## config.mk

```make
export PLATFORM = sky130hd
export DESIGN_NAME = priority_queue_min_extract
export DESIGN_NICKNAME = d
export VERILOG_FILES = /design/src/pqme_pkg.sv /design/src/pqme_cell.sv /design/src/priority_queue_min_extract.sv
export VERILOG_INCLUDE_DIRS = /design/src /design/src/src
export SDC_FILE = /design/constraint.sdc
export NUM_CORES = 2
export LEC_CHECK = 0
export ABC_AREA = 1
export BUFFER_PORTS_ARGS = -buffer_cell sky130_fd_sc_hd__buf_4
export CAP_MARGIN = 20
export CORE_UTILIZATION = 47
export DETAILED_ROUTE_END_ITERATION = 10
export SETUP_SLACK_MARGIN = 0.4
export SLEW_MARGIN = 20
export SYNTH_ARGS = -nofsm -noshare
export SYNTH_HDL_FRONTEND = slang
export SYNTH_HIERARCHICAL = 1
export SYNTH_SLANG_ARGS = --single-unit
```

## constraint.sdc

```tcl
create_clock -name clock -period 5.94 [get_ports clock]
set_input_delay 1.188 -clock clock [delete_from_list [all_inputs] [get_ports clock]]
set_output_delay 1.188 -clock clock [all_outputs]
set_load 0.02 [all_outputs]
```

## src/priority_queue_min_extract_assert.svh

```systemverilog
// Assertion macros for the priority queue.
`ifndef PRIORITY_QUEUE_MIN_EXTRACT_ASSERT_SVH
`define PRIORITY_QUEUE_MIN_EXTRACT_ASSERT_SVH

`ifndef NO_ASSERTIONS

`define PQME_ASSERT(label, prop, msg) \
   label: assert property (@(posedge clock) disable iff (reset) prop) else $error(msg);

`define PQME_ASSERT_RST(label, prop, msg) \
   label: assert property (@(posedge clock) prop) else $error(msg);

`else

`define PQME_ASSERT(label, prop, msg)

`define PQME_ASSERT_RST(label, prop, msg)

`endif

`endif

```

## src/pqme_pkg.sv

```systemverilog
`timescale 1ns / 1ps
`default_nettype none

package pqme_pkg;

   localparam int PRIO_W = 8;
   localparam int DATA_W = 32;
   localparam int STAT_W = 2;
   localparam int OCC_W  = 5;

   localparam logic CMD_INSERT = 1'b0;
   localparam logic CMD_REMOVE = 1'b1;

   localparam logic [STAT_W-1:0] ST_OK    = 2'd0;
   localparam logic [STAT_W-1:0] ST_FULL  = 2'd1;
   localparam logic [STAT_W-1:0] ST_EMPTY = 2'd2;

   typedef struct packed {
      logic [PRIO_W-1:0]        prio;
      logic signed [DATA_W-1:0] payload;
   } entry_type;

   typedef struct packed {
      logic      insert;
      logic      remove;
      entry_type entry;
   } ctrl_type;

endpackage

`default_nettype wire

```

## src/pqme_cell.sv

```systemverilog
`timescale 1ns / 1ps
`default_nettype none

module pqme_cell (
   input  wire                      clock,
   input  wire                      occupied,
   input  wire pqme_pkg::ctrl_type  ctrl,
   input  wire                      left_before,
   input  wire pqme_pkg::entry_type left_entry,
   input  wire pqme_pkg::entry_type right_entry,
   output logic                     ahead,
   output pqme_pkg::entry_type      entry
);
   import pqme_pkg::*;

   entry_type entry_ff;
   entry_type entry_in;

   // new entry lands ahead of this one; equal priorities stay behind
   assign ahead = !occupied || (ctrl.entry.prio < entry_ff.prio);
   assign entry = entry_ff;

   always_comb begin
      entry_in = entry_ff;
      if (ctrl.insert) begin
         if (ahead) begin
            entry_in = left_before ? left_entry : ctrl.entry;
         end
      end else if (ctrl.remove) begin
         entry_in = right_entry;
      end
   end

   always_ff @(posedge clock) begin
      entry_ff <= entry_in;
   end

endmodule

`default_nettype wire

```

## src/priority_queue_min_extract.sv

```systemverilog
// Channel | Direction | Ports
// req     | in        | req_valid, req_ready, req_cmd, req_priority_req, req_payload
// rsp     | out       | rsp_valid, rsp_ready, rsp_status, rsp_out_priority,
//         |           | rsp_out_payload, rsp_occupancy
//
// One item per cycle unless a held result stalls; each result is registered.
// Entries sit sorted in a row of cells; each cell compares one priority per cycle.
// Reset clears the fill count and the result valid flag; cell contents need no clear.
// A stalled result holds the input only when the result register is still occupied.
`timescale 1ns / 1ps
`default_nettype none
`include "priority_queue_min_extract_assert.svh"

module priority_queue_min_extract #(
   parameter int QUEUE_DEPTH = 16
) (
   input  wire                                clock,
   input  wire                                reset,
   input  wire                                req_valid,
   output logic                               req_ready,
   input  wire                                req_cmd,
   input  wire  [pqme_pkg::PRIO_W-1:0]        req_priority_req,
   input  wire  signed [pqme_pkg::DATA_W-1:0] req_payload,
   output logic                               rsp_valid,
   input  wire                                rsp_ready,
   output logic [pqme_pkg::STAT_W-1:0]        rsp_status,
   output logic [pqme_pkg::PRIO_W-1:0]        rsp_out_priority,
   output logic signed [pqme_pkg::DATA_W-1:0] rsp_out_payload,
   output logic [pqme_pkg::OCC_W-1:0]         rsp_occupancy
);
   import pqme_pkg::*;

   localparam int CNT_W = $clog2(QUEUE_DEPTH + 1);
   localparam logic [CNT_W-1:0] FULL_COUNT = CNT_W'(QUEUE_DEPTH);

   logic [CNT_W-1:0]         count_ff, count_in;
   logic                     rsp_valid_ff, rsp_valid_in;
   logic [STAT_W-1:0]        status_ff, status_in;
   logic [PRIO_W-1:0]        prio_ff, prio_in;
   logic signed [DATA_W-1:0] payload_ff, payload_in;
   logic [OCC_W-1:0]         occ_ff, occ_in;

   logic     req_fire, full, empty, ins_ok, rem_ok;
   ctrl_type ctrl;
   logic [OCC_W+CNT_W-1:0] count_ext;

   entry_type              cell_entry [QUEUE_DEPTH];
   logic [QUEUE_DEPTH-1:0] cell_before;
   logic [QUEUE_DEPTH-1:0] cell_occupied;

   assign req_ready = !rsp_valid_ff || rsp_ready;
   assign req_fire  = req_valid && req_ready;
   assign full      = (count_ff == FULL_COUNT);
   assign empty     = (count_ff == '0);
   assign ins_ok    = req_fire && (req_cmd == CMD_INSERT) && !full;
   assign rem_ok    = req_fire && (req_cmd == CMD_REMOVE) && !empty;

   assign ctrl.insert        = ins_ok;
   assign ctrl.remove        = rem_ok;
   assign ctrl.entry.prio    = req_priority_req;
   assign ctrl.entry.payload = req_payload;

   for (genvar i = 0; i < QUEUE_DEPTH; i++) begin : g_cell
      entry_type left_entry, right_entry;
      logic      left_before;

      assign cell_occupied[i] = (CNT_W'(i) < count_ff);

      if (i == 0) begin : g_first
         assign left_before = 1'b0;
         assign left_entry  = '0;
      end else begin : g_mid
         assign left_before = cell_before[i-1];
         assign left_entry  = cell_entry[i-1];
      end

      if (i == QUEUE_DEPTH - 1) begin : g_last
         assign right_entry = '0;
      end else begin : g_inner
         assign right_entry = cell_entry[i+1];
      end

      pqme_cell u_cell (
         .clock       (clock),
         .occupied    (cell_occupied[i]),
         .ctrl        (ctrl),
         .left_before (left_before),
         .left_entry  (left_entry),
         .right_entry (right_entry),
         .ahead       (cell_before[i]),
         .entry       (cell_entry[i])
      );
   end

   always_comb begin
      count_in = count_ff;
      if (ins_ok) begin
         count_in = count_ff + 1'b1;
      end else if (rem_ok) begin
         count_in = count_ff - 1'b1;
      end
   end

   assign count_ext = {{OCC_W{1'b0}}, count_in};

   always_comb begin
      rsp_valid_in = req_fire || (rsp_valid_ff && !rsp_ready);
      status_in    = status_ff;
      prio_in      = prio_ff;
      payload_in   = payload_ff;
      occ_in       = occ_ff;
      if (req_fire) begin
         status_in  = ST_OK;
         prio_in    = '0;
         payload_in = '0;
         occ_in     = count_ext[OCC_W-1:0];
         if (req_cmd == CMD_INSERT) begin
            if (full) begin
               status_in = ST_FULL;
            end
         end else if (empty) begin
            status_in = ST_EMPTY;
         end else begin
            prio_in    = cell_entry[0].prio;
            payload_in = cell_entry[0].payload;
         end
      end
   end

   always_ff @(posedge clock) begin
      if (reset) begin
         count_ff     <= '0;
         rsp_valid_ff <= 1'b0;
      end else begin
         count_ff     <= count_in;
         rsp_valid_ff <= rsp_valid_in;
      end
      status_ff  <= status_in;
      prio_ff    <= prio_in;
      payload_ff <= payload_in;
      occ_ff     <= occ_in;
   end

   assign rsp_valid        = rsp_valid_ff;
   assign rsp_status       = status_ff;
   assign rsp_out_priority = prio_ff;
   assign rsp_out_payload  = payload_ff;
   assign rsp_occupancy    = occ_ff;

   `PQME_ASSERT_RST(a_reset_clears, reset |=> (!rsp_valid_ff && count_ff == '0), "reset did not clear")
   `PQME_ASSERT(a_count_bound, count_ff <= FULL_COUNT, "fill count above depth")
   `PQME_ASSERT(a_insert_grows, ins_ok |=> (count_ff == $past(count_ff) + 1'b1), "insert lost")
   `PQME_ASSERT(a_remove_ok, rem_ok |=> (rsp_valid_ff && status_ff == ST_OK), "remove status wrong")

endmodule

`default_nettype wire

```

==> metrics.txt <==
outcome=completed; core area=a little under 80000 um^2; number of global-route vias before repair=28600; die area=between 80000 and 90000 um^2; Row Count=about 100; Clock Tree Buf Depth=3; wire length per cell=a little under 20 um; FF-to-FF path depth=5; Worst Hold Class=flop to flop; Reg clk slew, reported paths=roughly 0.06 ns; R2R Setup Slk=between 2 and 2.5 ns; final setup fails=0; DP HPWL=slightly above 70000 um; Final min period=3.89 ns; Mean Syn Cell Area=between 8 and 9 um^2; Detailed Route Iter0 Violations=~3500; RSZ-0062 raised after global routing=false; # hold bufs at CTS=0; DIE WIDTH=285 um; Worst VDD drop=between 0.0002 and 0.00025 V; IO buf count=93; CTS Buf Count=roughly 80; Worst setup SP type=flop; Via Count=around 31000; final worst path period share=0.655; Crit. End Element=flop; Layout area overhead=10.1%; vias per cell=around 5.6; largest net degree at the start of global routing=around 130; router iterations before antenna repair=6; Final Hold Viols=0; share of layout cells above drive strength 1=0.0681; data required time of the worst path=around 6.1 ns; Yosys cell types=30; Max Fclk=about 260 MHz; max-cap viol count=0; Pwr Density=~340 nW/um^2; # H-tree levels=3; drt total wl=107000 um; TritonCTS Sinks=693; final setup TNS=0 ns; CTS root buffer=clkbuf_16; non-filler cells, final=between 5000 and 6000; cell count after placement=roughly 5300; chip height=285 um; Synth warnings=6; Seq/Total Area, Yosys=0.552; CTS tree=done; commonest non-fill, non-tap cell in the layout=nand2_1; ANT nets after route=0; nets=approximately 4500; synthesized area=approximately 38000 um^2; Least-Margin Pin Slew=approximately 1.1 ns; Crit Path Max Fanout=42; Pins Over Slew Limit=0; num ports=94; grt ovf=0; hold path cells=2; Clock Latency Late Sink=0.64 ns; post-cts sizing count=0; DRC=0; all-layer global routing usage=0.262; Clock Skews=approximately 0.026 ns; leading cell types in the layout, fill and taps excluded=873 x nand2_1, 703 x nor2_1, 687 x edfxtp_1; Synth Instances=roughly 4300; Initial Utilization=0.476; initial antenna violation count=2; postcts setup bufs=0; Seq cells post-synth=between 600 and 700; LEAKAGE=approximately 16 nW; routability cong.=just under 0.9; critical path class=flop to flop; Slew headroom=0.271; global-route wire length before repair=170000 um; Hold Slack=about 0.53 ns; Worst EP arrival=4.02 ns
[path summary, 6_finish.rpt]
path / startpoint / to
hold / removal: g_cell[15].u_cell/entry[0] / g_cell[14].u_cell/entry[0]
hold reg to reg: g_cell[15].u_cell/entry[0] / g_cell[14].u_cell/entry[0]
setup / recovery: count_ff[3] / g_cell[13].u_cell/entry[12]
setup reg to reg: count_ff[3] / g_cell[13].u_cell/entry[12]
[logic make-up after synthesis]
group	count (synthesis)	synth area share
other	1	0.0000998
AO/OA/AOI/OAI	1357	0.182
buffers and inverters	511	0.0612
XOR/XNOR	2	0.000466
adder cells (fa/ha/maj)	116	0.0386
AND/OR/NAND/NOR	1623	0.165
flip-flops	693	0.552
[final cells by class]
cell class / instances / area [um^2]
clock inverter: 37 / 310
tap: 1050 / 1310
fill: 7339 / 37600
inverter: 249 / 935
timing repair buffer: 141 / 1130
multi-input combinational: 3183 / 14900
clock buffer: 102 / 2060
sequential: 693 / 20700
antenna: 3 / 7.51
[routing by layer]
layer  part of all wire  routed length, um  GRT usage
met1               0.47              50500      0.410
met5                  0                  0          0
met4              0.023               2490     0.0742
met3              0.083               8850     0.0314
met2               0.42              45500      0.380
[critical path, stage by stage (launching register included)]
cell and delay [ns]:
dfxtp_1 0.65, inv_2 0.20, o21ai_0 0.83, nand2_2 0.77, nand2_1 0.26, nand2_2 0.63
[registers in the layout, summed over array words and instances, names as in the netlist]
| signal | cells |
|---|---|
| g_cell.u_cell/entry | 640 |
| rsp_occupancy | 5 |
| rsp_valid | 1 |
| count_ff | 5 |
| rsp_out_priority | 8 |
| rsp_status | 2 |
| rsp_out_payload | 32 |
[synthesized netlist by cell type]
cell type | instances | area share
edfxtp_1 | 687 | 0.55
a31oi_1 | 1 | 0.00017
or2_2 | 1 | 0.00017
conb_1 | 1 | 0.00010
dfxtp_1 | 6 | 0.0032
clkbuf_4 | 16 | 0.0032
o21ai_0 | 643 | 0.086
o21a_1 | 16 | 0.0032
buf_6 | 2 | 0.00060
o21ai_1 | 640 | 0.085
xor2_1 | 2 | 0.00047
inv_1 | 231 | 0.023
clkbuf_2 | 64 | 0.0085
nand3_1 | 9 | 0.0012
a21oi_2 | 2 | 0.00047
ha_1 | 116 | 0.039
nand3b_1 | 1 | 0.00020
buf_2 | 180 | 0.024
nand3_4 | 1 | 0.00047
o211ai_1 | 1 | 0.00020
nand2_2 | 20 | 0.0033
nor2_1 | 703 | 0.070
nor3_1 | 1 | 0.00013
nand4_1 | 1 | 0.00017
nor2_8 | 1 | 0.00053
nand2_1 | 880 | 0.088
nor2_4 | 1 | 0.00030
nor2_2 | 4 | 0.00067
a21oi_1 | 54 | 0.0072
inv_2 | 18 | 0.0018
[stage by stage]
stage	setup slack [ns]	utilization	power, mW	instance area, um^2
after floorplan	1.34	-	8.67	37900
after global placement	1.56	0.493	9.57	38900
after detailed placement	1.53	0.493	9.62	39000
after CTS	2.17	0.523	14.2	41300
after global routing	1.84	0.524	14.9	41400
final	2.05	0.524	14.2	41400
[report_power, final]
part           leakage (nW)  total [mW]  internal, mW  switching [mW]
Clock                  1.16        4.62          2.59            2.03
Combinational          8.66        2.79         0.841            1.95
Sequential             6.56        6.79          6.35           0.435
Total                  16.4        14.2          9.78            4.42
No activity file was read; power rests on OpenSTA's default activity.
